File: config.mk
export PLATFORM = sky130hd
export DESIGN_NAME = cid_base32_sha256_extract
export DESIGN_NICKNAME = d
export VERILOG_FILES = /design/src/cbse_pkg.sv /design/src/cbse_core.sv /design/src/cbse_out_reg.sv /design/src/cid_base32_sha256_extract.sv
export VERILOG_INCLUDE_DIRS = /design/src /design/src/src
export SDC_FILE = /design/constraint.sdc
export NUM_CORES = 1
export LEC_CHECK = 0
export BUFFER_PORTS_ARGS = -buffer_cell sky130_fd_sc_hd__buf_2
export CORE_MARGIN = 1
export CORE_UTILIZATION = 62
export CTS_BUF_LIST = sky130_fd_sc_hd__clkbuf_2
export CTS_CLUSTER_DIAMETER = 150
export DETAILED_ROUTE_END_ITERATION = 6
export GPL_TIMING_DRIVEN = 1
export PLACE_DENSITY = 0.91
export SLEW_MARGIN = 20
export SYNTH_ARGS = -nofsm -noshare
export SYNTH_HDL_FRONTEND = slang
export SYNTH_SLANG_ARGS = --single-unit
File: constraint.sdc
create_clock -name clk -period 4.2 [get_ports clk]
set_clock_uncertainty 0.05 [all_clocks]
set_input_delay 0.21 -clock clk [delete_from_list [all_inputs] [get_ports clk]]
set_output_delay 0.21 -clock clk [all_outputs]
set_load 0.005 [all_outputs]
File: src/cid_base32_sha256_extract_macros.svh
// Assertion macros used by the extractor RTL core.
// Each macro assumes a clock named clk and an active-low reset named rst_n in scope.
`ifndef CID_BASE32_SHA256_EXTRACT_MACROS_SVH
`define CID_BASE32_SHA256_EXTRACT_MACROS_SVH

`ifndef SYNTHESIS

// Property that must hold at every clock edge outside reset
`define CBSE_ASSERT(label, prop) \
    label: assert property (@(posedge clk) disable iff (!rst_n) (prop)) \
        else $error("cbse assertion failed");

// Implication whose consequent is checked in the following cycle
`define CBSE_ASSERT_NEXT(label, ante, cons) \
    label: assert property (@(posedge clk) disable iff (!rst_n) (ante) |=> (cons)) \
        else $error("cbse assertion failed");

`else

`define CBSE_ASSERT(label, prop)
`define CBSE_ASSERT_NEXT(label, ante, cons)

`endif

`endif

File: src/cbse_pkg.sv
`timescale 1ns / 1ps

package cbse_pkg;

    // Expected string and payload sizes
    localparam logic [6:0] CID_CHARS     = 7'd59;
    localparam logic [5:0] CONTENT_BYTES = 6'd36;
    localparam logic [6:0] CHAR_COUNT_MAX = 7'h7F;
    localparam logic [5:0] BYTES_MAX      = 6'h3F;

    // Multihash header layout
    localparam logic [7:0] DIGEST_LEN     = 8'd32;
    localparam logic [5:0] POS_VERSION    = 6'd0;
    localparam logic [5:0] POS_CODEC      = 6'd1;
    localparam logic [5:0] POS_HASH_KIND  = 6'd2;
    localparam logic [5:0] POS_DIGEST_LEN = 6'd3;
    localparam logic [5:0] HEADER_LEN     = 6'd4;
    localparam logic [5:0] DIGEST_END     = HEADER_LEN + 6'(DIGEST_LEN);

    // Special characters
    localparam logic [7:0] CHAR_PREFIX = 8'h62;  // 'b'
    localparam logic [7:0] CHAR_PAD    = 8'h3D;  // '='
    localparam logic [7:0] CHAR_UPPER_A = 8'h41;
    localparam logic [7:0] CHAR_UPPER_Z = 8'h5A;
    localparam logic [7:0] CHAR_LOWER_A = 8'h61;
    localparam logic [7:0] CHAR_LOWER_Z = 8'h7A;
    localparam logic [7:0] CHAR_DIGIT_2 = 8'h32;
    localparam logic [7:0] CHAR_DIGIT_7 = 8'h37;
    localparam logic [4:0] DIGIT_BASE   = 5'd26;

    // Configuration register map
    localparam int unsigned CFG_ADDR_W = 2;
    localparam logic [CFG_ADDR_W-1:0] REG_VERSION   = 2'd0;
    localparam logic [CFG_ADDR_W-1:0] REG_CODEC     = 2'd1;
    localparam logic [CFG_ADDR_W-1:0] REG_HASH_KIND = 2'd2;

    localparam logic [7:0] RST_VERSION   = 8'd1;
    localparam logic [7:0] RST_CODEC     = 8'd85;
    localparam logic [7:0] RST_HASH_KIND = 8'd18;

    // One result word
    typedef struct packed {
        logic       byte_present;
        logic [7:0] hash_byte;
        logic [4:0] byte_index;
        logic       done_res;
        logic       cid_ok;
    } result_t;

    // Base32 symbol lookup: {valid, value}
    function automatic logic [5:0] sym_decode(input logic [7:0] c);
        logic [5:0] r;
        r = '0;
        if (c >= CHAR_UPPER_A && c <= CHAR_UPPER_Z) begin
            r = {1'b1, 5'(c - CHAR_UPPER_A)};
        end
        else if (c >= CHAR_LOWER_A && c <= CHAR_LOWER_Z) begin
            r = {1'b1, 5'(c - CHAR_LOWER_A)};
        end
        else if (c >= CHAR_DIGIT_2 && c <= CHAR_DIGIT_7) begin
            r = {1'b1, 5'(c - CHAR_DIGIT_2) + DIGIT_BASE};
        end
        return r;
    endfunction

endpackage

File: src/cbse_core.sv
`timescale 1ns / 1ps
`include "cid_base32_sha256_extract_macros.svh"

module cbse_core
#(
    parameter logic [6:0] CID_CHARS     = cbse_pkg::CID_CHARS,
    parameter logic [5:0] CONTENT_BYTES = cbse_pkg::CONTENT_BYTES
)
(
    input  logic                             clk,
    input  logic                             rst_n,
    input  logic                             cfg_we,
    input  logic [cbse_pkg::CFG_ADDR_W-1:0]  cfg_addr,
    input  logic [7:0]                       cfg_wdata,
    input  logic                             in_valid,
    input  logic [7:0]                       char_code,
    input  logic                             last_char,
    output logic                             push,
    output cbse_pkg::result_t                res
);

    logic [7:0]  version_reg;
    logic [7:0]  codec_reg;
    logic [7:0]  hash_kind_reg;

    logic [6:0]  count_reg, count_next;
    logic [11:0] store_reg, store_next;
    logic [3:0]  held_reg, held_next;
    logic [5:0]  bytes_reg, bytes_next;
    logic        bad_reg, bad_next;
    logic        pad_reg, pad_next;

    logic        first;
    logic [5:0]  sym;
    logic [11:0] shifted;
    logic [3:0]  held_sum;
    logic [3:0]  held_left;
    logic [7:0]  dec_byte;
    logic        have_byte;
    logic [7:0]  hash_byte;
    logic [4:0]  byte_index;

    // Configuration registers
    always_ff @(posedge clk or negedge rst_n)
    begin
        if (!rst_n)
        begin
            version_reg   <= cbse_pkg::RST_VERSION;
            codec_reg     <= cbse_pkg::RST_CODEC;
            hash_kind_reg <= cbse_pkg::RST_HASH_KIND;
        end
        else if (cfg_we)
        begin
            case (cfg_addr)
                cbse_pkg::REG_VERSION:   version_reg   <= cfg_wdata;
                cbse_pkg::REG_CODEC:     codec_reg     <= cfg_wdata;
                cbse_pkg::REG_HASH_KIND: hash_kind_reg <= cfg_wdata;
                default: ;
            endcase
        end
    end

    // Per-character decode and header check
    always_comb
    begin
        first      = (count_reg == '0);
        count_next = (count_reg != cbse_pkg::CHAR_COUNT_MAX) ? count_reg + 7'd1 : count_reg;
        sym        = cbse_pkg::sym_decode(char_code);
        shifted    = {store_reg[6:0], sym[4:0]};
        held_sum   = held_reg + 4'd5;
        held_left  = held_sum - 4'd8;
        dec_byte   = 8'(shifted >> held_left);

        store_next = store_reg;
        held_next  = held_reg;
        bytes_next = bytes_reg;
        bad_next   = bad_reg;
        pad_next   = pad_reg;
        have_byte  = 1'b0;
        hash_byte  = '0;
        byte_index = '0;

        if (first)
        begin
            if (char_code != cbse_pkg::CHAR_PREFIX)
                bad_next = 1'b1;
        end
        else if (!bad_reg && !pad_reg)
        begin
            if (char_code == cbse_pkg::CHAR_PAD)
                pad_next = 1'b1;
            else if (!sym[5])
                bad_next = 1'b1;
            else
            begin
                store_next = shifted;
                held_next  = held_sum;
                if (held_sum >= 4'd8)
                begin
                    held_next = held_left;
                    if (bytes_reg != cbse_pkg::BYTES_MAX)
                        bytes_next = bytes_reg + 6'd1;
                    if (bytes_reg == cbse_pkg::POS_VERSION)
                    begin
                        if (dec_byte != version_reg)
                            bad_next = 1'b1;
                    end
                    else if (bytes_reg == cbse_pkg::POS_CODEC)
                    begin
                        if (dec_byte != codec_reg)
                            bad_next = 1'b1;
                    end
                    else if (bytes_reg == cbse_pkg::POS_HASH_KIND)
                    begin
                        if (dec_byte != hash_kind_reg)
                            bad_next = 1'b1;
                    end
                    else if (bytes_reg == cbse_pkg::POS_DIGEST_LEN)
                    begin
                        if (dec_byte != cbse_pkg::DIGEST_LEN)
                            bad_next = 1'b1;
                    end
                    else if (bytes_reg >= cbse_pkg::HEADER_LEN &&
                             bytes_reg < cbse_pkg::DIGEST_END)
                    begin
                        have_byte  = 1'b1;
                        hash_byte  = dec_byte;
                        byte_index = 5'(bytes_reg - cbse_pkg::HEADER_LEN);
                    end
                end
            end
        end

        res.byte_present = have_byte;
        res.hash_byte    = hash_byte;
        res.byte_index   = byte_index;
        res.done_res     = last_char;
        res.cid_ok       = last_char && (count_next == CID_CHARS) && !bad_next &&
                           (bytes_next == CONTENT_BYTES);
        push             = in_valid && (have_byte || last_char);
    end

    // String state; cleared after the last character
    always_ff @(posedge clk or negedge rst_n)
    begin
        if (!rst_n)
        begin
            count_reg <= '0;
            store_reg <= '0;
            held_reg  <= '0;
            bytes_reg <= '0;
            bad_reg   <= 1'b0;
            pad_reg   <= 1'b0;
        end
        else if (in_valid)
        begin
            if (last_char)
            begin
                count_reg <= '0;
                store_reg <= '0;
                held_reg  <= '0;
                bytes_reg <= '0;
                bad_reg   <= 1'b0;
                pad_reg   <= 1'b0;
            end
            else
            begin
                count_reg <= count_next;
                store_reg <= store_next;
                held_reg  <= held_next;
                bytes_reg <= bytes_next;
                bad_reg   <= bad_next;
                pad_reg   <= pad_next;
            end
        end
    end

    `CBSE_ASSERT(a_held_range, held_reg < 4'd8)
    `CBSE_ASSERT(a_byte_clean, !(push && res.byte_present) || (!bad_reg && !pad_reg))
    `CBSE_ASSERT(a_ok_on_done, !res.cid_ok || res.done_res)
    `CBSE_ASSERT_NEXT(a_clear_after_last, in_valid && last_char,
                      count_reg == '0 && bytes_reg == '0 && !bad_reg)

endmodule

File: src/cbse_out_reg.sv
`timescale 1ns / 1ps

module cbse_out_reg
(
    input  logic              clk,
    input  logic              rst_n,
    input  logic              push,
    input  cbse_pkg::result_t res,
    output logic              can_take,
    output logic              out_valid,
    input  logic              out_ready,
    output cbse_pkg::result_t out_res
);

    logic              valid_reg, valid_next;
    cbse_pkg::result_t res_reg;

    // Room for a new word when empty or draining this cycle
    always_comb
    begin
        can_take = !valid_reg || out_ready;
        if (push)
            valid_next = 1'b1;
        else if (out_ready)
            valid_next = 1'b0;
        else
            valid_next = valid_reg;
    end

    always_ff @(posedge clk or negedge rst_n)
    begin
        if (!rst_n)
            valid_reg <= 1'b0;
        else
            valid_reg <= valid_next;
    end

    // Payload holds until replaced
    always_ff @(posedge clk)
    begin
        if (push)
            res_reg <= res;
    end

    assign out_valid = valid_reg;
    assign out_res   = res_reg;

endmodule

File: src/cid_base32_sha256_extract.sv
`timescale 1ns / 1ps
// Channel   Direction  Handshake          Payload
// s_*       in         s_tvalid/s_tready  s_tdata[7:0] char_code, s_tlast last_char
// m_*       out        m_tvalid/m_tready  m_tdata hash_byte/byte_index/cid_ok,
//                                         m_tuser byte_present, m_tlast done_res
// cfg_*     in         cfg_we             cfg_addr register index, cfg_wdata value
//
// One character per cycle while s_tready is high; a word appears on m_* the cycle after its character.
// Decode, header check and result build are one combinational pass into the output register.
// Reset is asynchronous, active low, and takes effect at once (no clearing pass).
// s_tready is low only while the output register holds a word that m_tready does not take.

module cid_base32_sha256_extract
#(
    parameter logic [6:0] CID_CHARS     = cbse_pkg::CID_CHARS,
    parameter logic [5:0] CONTENT_BYTES = cbse_pkg::CONTENT_BYTES
)
(
    input  logic                             clk,
    input  logic                             rst_n,
    input  logic                             cfg_we,
    input  logic [cbse_pkg::CFG_ADDR_W-1:0]  cfg_addr,
    input  logic [7:0]                       cfg_wdata,
    input  logic                             s_tvalid,
    output logic                             s_tready,
    input  logic [7:0]                       s_tdata,   // [7:0] char_code
    input  logic                             s_tlast,
    output logic                             m_tvalid,
    input  logic                             m_tready,
    output logic [15:0]                      m_tdata,   // [7:0] hash_byte, [12:8] byte_index,
                                                        // [13] cid_ok, [15:14] zero
    output logic                             m_tuser,   // [0] byte_present
    output logic                             m_tlast
);

    logic              accept;
    logic              push;
    logic              can_take;
    cbse_pkg::result_t res;
    cbse_pkg::result_t out_res;

    assign s_tready = can_take;
    assign accept   = s_tvalid && can_take;

    cbse_core
    #(
        .CID_CHARS     (CID_CHARS),
        .CONTENT_BYTES (CONTENT_BYTES)
    )
    u_core
    (
        .clk       (clk),
        .rst_n     (rst_n),
        .cfg_we    (cfg_we),
        .cfg_addr  (cfg_addr),
        .cfg_wdata (cfg_wdata),
        .in_valid  (accept),
        .char_code (s_tdata),
        .last_char (s_tlast),
        .push      (push),
        .res       (res)
    );

    cbse_out_reg u_out
    (
        .clk       (clk),
        .rst_n     (rst_n),
        .push      (push),
        .res       (res),
        .can_take  (can_take),
        .out_valid (m_tvalid),
        .out_ready (m_tready),
        .out_res   (out_res)
    );

    // Output word packing
    assign m_tdata = {2'b00, out_res.cid_ok, out_res.byte_index, out_res.hash_byte};
    assign m_tuser = out_res.byte_present;
    assign m_tlast = out_res.done_res;

endmodule

==> results of run 1 <==
[layer usage]
layer	track usage [%]	share of wire (%)	vias to the layer above
li1	-	-	2058
met2	53.5	47	256
met3	6.09	7.9	50
met5	0	0	-
met4	15.2	3.6	0
met1	44.4	41	2094
[kinds of logic after synthesis]
kind of cell	after synthesis
multiplexers	40
other	1
AND/OR/NAND/NOR	182
XOR/XNOR	18
AO/OA/AOI/OAI	149
flip-flops	67
adder cells (fa/ha/maj)	15
buffers and inverters	50
[final timing paths]
path                       cells after the start                       to  slack [ps]                start
max                                           10         u_out.out_res[0]         410   u_core.held_reg[1]
min                                            5    u_core.version_reg[0]         100          cfg_addr[1]
max reg2reg                                   10         u_out.out_res[0]         410   u_core.held_reg[1]
min reg2reg                                    1      u_core.codec_reg[3]         510  u_core.codec_reg[3]
max in group asynchronous                      3  u_core.hash_kind_reg[0]        3410                rst_n
min in group asynchronous                      3      u_core.bytes_reg[0]         220                rst_n
[layout make-up]
type	count	area share, %
sequential	67	33.1
timing repair buffer	65	7.74
tap	99	2.32
clock inverter	7	1.43
multi-input combinational	406	53.0
inverter	22	1.55
clock buffer	9	0.845
[placed cells by master (no fill, tap or decap), drive strengths merged, types with 5 or more instances in the layout]
cell type,count
a211oi,7
a21oi,26
a22o,7
a31oi,10
and2,5
buf,54
clkbuf,9
dfrtp,44
dfstp,7
dlygate4sd3,11
edfxtp,16
ha,15
inv,24
mux2,27
mux2i,10
nand2,43
nand2b,9
nand3,20
nand4,8
nor2,45
nor2b,5
nor3,13
nor3b,5
o211ai,10
o21ai,30
o22ai,9
or2,6
xnor2,10
xor2,8
[where the power goes]
| part | switching [uW] | internal, uW | total [uW] | leakage, uW |
|---|---|---|---|---|
| Combinational | 300 | 216 | 517 | 0.00129 |
| Clock | 271 | 141 | 412 | 0.0000689 |
| Sequential | 81.8 | 744 | 826 | 0.000797 |
[per-stage QoR]
step | utilization [%] | setup slack [ps] | hold WS, ps
after global routing | 72.4 | 311 | 109
after detailed placement | 69.2 | 508 | 305
after CTS | 72.4 | 517 | 82.5
final | 72.4 | 408 | 96.9
after global placement | 69.2 | 646 | 302
after floorplan | - | 857 | -136
[worst max-delay path, delay by kind of cell (launching register included)]
kind                       cells  cell delay (ps)
muxes                          2              950
and+or+nand+nor                3              560
adders and majority gates      1              500
AOI/OAI and AO/OA              4             1140
DFF                            1              460
==> impl_metrics.tcl, run 1 <==
set metrics [dict create \
    cts_tree "built" \
    place_area_um2 5100 \
    cts_resized 0 \
    power_leakage_uw 0.00215 \
    synth_edf_count 16 \
    cts.path.max_buffers 2 \
    max_clock_freq_mhz 264 \
    place_congestion 0.983 \
    synth_top_cell_by_area "dfrtp_1" \
    arrival_ps 4140 \
    die_w_um 90.0 \
    crit_path_end_kind "register" \
    synth_area_per_cell_um2 9.19 \
    totalWireLength_um 12900 \
    largest_reg_flops 16 \
    synth_compound_area_share_pct 22.2 \
    die_area_um2 8090 \
    ys_ff_latch 67 \
    synth_common_cells "nor2_1, dfrtp_1, nand2_1" \
    synth_xor_xnor_area_share_pct 3.44 \
    slew_headroom_pct 42.4 \
    drv_slew 0 \
    cts_hold_buf 11 \
    cts_setup_buffers 0 \
    multi_input_comb_area_um2 2830 \
    antenna_cells 0 \
    place_inst 648 \
    synth-seq-area-share_pct 36.8 \
    placement_rows 31 \
    seqCellArea_um2 1770 \
    cts_max_level 3 \
    stdcell_area_um2 5330 \
    syn_area_um2 4800 \
    start_kind "register" \
    clock-sinks 67 \
    yosys_most_used_dff "dfrtp_1" \
    clk-insertion-delay-late_ps 550 \
    filler_cell_count 535 \
    final-hold-violation-count 0 \
    synthArstFlopShare_pct 76.1 \
    period_needed_ps 3790 \
    crit_required_ps 4550 \
    slowest_delay_ps 560 \
    ant_nets 0 \
    firstDrtPassIters 5 \
    synthTopCellsByArea "dfrtp_1, edfxtp_1, mux2_2" \
    antenna_found_initial 0 \
    cts_buffers 9 \
    rsz0062_at_grt "false" \
    setup_violations 0 \
    path_class "register to register" \
    total_power_uw 1750 \
    synth_fa_ha_area_share_pct 3.91 \
    synth_warnings 0 \
    grt_pass1_vias 4276 \
    synthSimpleGateAreaFrac_pct 19.4 \
    start_util_pct 65.1 \
    status "finished, final reports clean" \
    maxCapViolCount 0 \
    hp-class "input pin to register" \
    grt.overflow.total 0 \
    die_h_um 90.0 \
    synth.most_common_cell "nor2_1" \
    layout.cells.non_filler 675 \
    tightest_slew_ps 861 \
    clk_pin_slew_ps 210 \
    power.density_nw_per_um2 329 \
    drt-initial-drc-count 508 \
    viasPerCell 6.60 \
    clockRootBuffer "clkbuf_2" \
    grt.total_usage_pct 33.4 \
    drive_gt1_share_pct 20.3 \
    core_area_um2 7370 \
    wl_per_cell_um 19.1 \
    vias 4458 \
    fin_nets 610 \
    muxShareOfSynthArea_pct 9.84 \
    synth_top_family_by_area "compound AO/OA/AOI/OAI gates" \
    period_share_pct 90.3 \
    dp_hpwl_um 9240 \
    crit_slowest_cell "mux4_2" \
    crit_chain "ha_1 > mux4_2 > and2_1 > nor2_1 > mux2_2 > a221oi_1 > nand4_1 > a2111oi_0 > a41oi_1 > a31oi_1" \
    area_growth_pct 11.2 \
    synth_top_area_share_pct 23.0 \
    grt_max_degree 52 \
    num_io_pins 44 \
    fin_tns_setup_ps 0 \
    drc 0 \
    ys_types 74 \
    synth_cells 522 \
    port_buffers 41 \
    grt_pass1_wl_um 21400 \
    critPathMaxFanout 9 \
    ir_drop_mv 0.270 \
]
(Power assumes the default switching activity.)
==> inputs of run 2 (changes only) <==
- CORE_UTILIZATION: 62 -> 56
- PLACE_DENSITY: 0.91 -> 0.87
- clock period: 4.2 -> 3.27 ns (I/O delays scaled with it)
==> impl_metrics.tcl, run 2 (same netlist as run 1, synthesis figures left out) <==
set metrics [dict create \
    firstDrtPassIters 5 \
    power_leakage_uw 0.00234 \
    cts_max_level 3 \
    clk-insertion-delay-late_ps 540 \
    pre_cts_slack_ps 0.681 \
    num_io_pins 44 \
    filler_cell_count 639 \
    drc 0 \
    setup_slack_ps 116 \
    drive_gt1_share_pct 26.3 \
    cts.path.max_buffers 2 \
    crit_required_ps 3590 \
    drt-initial-drc-count 358 \
    wl_per_cell_um 18.5 \
    timing.rr.start "u_core.held_reg[0]" \
    port_buffers 41 \
    grt_pass1_vias 4317 \
    setup_violations 0 \
    place_congestion 1.01 \
    fin_nets 638 \
    die_h_um 94.5 \
    placement_rows 33 \
    maxCapViolCount 0 \
    drv_slew 0 \
    grt.total_usage_pct 30.5 \
    antenna_cells 0 \
    grt_max_degree 34 \
    area_growth_pct 18.3 \
    ant_nets 0 \
    max_clock_freq_mhz 317 \
    arrival_ps 3480 \
    critPathMaxFanout 2 \
    start_util_pct 58.1 \
    core_area_um2 8260 \
    fin_tns_setup_ps 0 \
    critPathLaunch "u_core.held_reg[0]" \
    hp-class "input pin to async pin" \
    clockRootBuffer "clkbuf_2" \
    cts_tree "built" \
    clock-sinks 67 \
    period_share_pct 96.4 \
    dp_hpwl_um 9540 \
    r2r_setup_slack_ps 120 \
    status "finished, final reports clean" \
    ir_drop_mv 0.371 \
    place_inst 681 \
    die_w_um 94.5 \
    final-hold-violation-count 0 \
    fin_util_pct 68.7 \
    cts_buffers 9 \
    place_area_um2 5330 \
    die_area_um2 8940 \
    stdcell_area_um2 5680 \
    largest_reg_flops 16 \
    power.density_nw_per_um2 418 \
    grt.overflow.total 0 \
    reg2reg_depth 8 \
    totalWireLength_um 13100 \
    clk_pin_slew_ps 230 \
    antenna_found_initial 0 \
    grt_pass1_wl_um 21100 \
    path_class "register to register" \
    slew_headroom_pct 48.1 \
    tightest_slew_ps 773 \
    start_kind "register" \
    crit_path_end_kind "register" \
    layout_common_cells "nor2_1, dfrtp_1, nand2_1" \
    vias 4598 \
    viasPerCell 6.49 \
    period_needed_ps 3150 \
    r2r_end "u_out.out_res[0]" \
    layout.cells.non_filler 709 \
]
run 2: layout make-up:
class,instances,area [um2],share of cell area (%)
repair buffers,93,654,11.5
clock inverters,5,77.6,1.37
well taps,105,131,2.31
multi-input cells,406,2910,51.3
flip-flops and latches,67,1770,31.1
clock buffers,11,55.1,0.970
inverters,22,82.6,1.46
run 2: power breakdown:
part	switching, uW	leakage [uW]	total (uW)	internal (uW)
Sequential	111	0.000797	1070	956
Clock	324	0.0000840	583	259
Combinational	398	0.00146	722	324
Total	833	0.00234	2370	1540
run 2: how the worst max path moves through the flow:
stage,to,cells after the start
after floorplan,u_core.bad_reg,8
after global placement,u_core.bad_reg,11
after detailed placement,u_core.bad_reg,11
after CTS,u_out.out_res[0],10
after global routing,u_out.out_res[0],9
final,u_out.out_res[0],8
run 2: layer usage:
metal  part of all wire (%)  global-route usage [%]  up-vias
met3                    7.7                    6.04       49
li1                       -                       -     2112
met5                      0                       0        -
met2                     48                    50.7      231
met4                    2.6                    9.85        0
met1                     41                    39.8     2206
run 2: critical path: stages (launching register included):
cell,delay [ps]
dfrtp_1,470
ha_4,310
mux4_2,530
and2_4,190
o21ai_2,160
xnor2_1,80
or4_1,500
or4_4,540
a31oi_1,180
run 2: through the flow:
step	power (uW)	hold WS (ps)
after floorplan	1500	-182
after global placement	1720	359
after detailed placement	1740	95.6
after CTS	2330	31.1
after global routing	2470	42.2
final	2370	21.5
run 2: what timing repair did:
item | 4_1_cts | 5_1_grt
buffers inserted | 0 | 1
endpoints found under the setup margin | 1 | 2
resized for setup | 1 | 23
hold buffers | 11 | 0
pin swaps | 0 | 8
endpoints found under the hold margin | 77 | 0
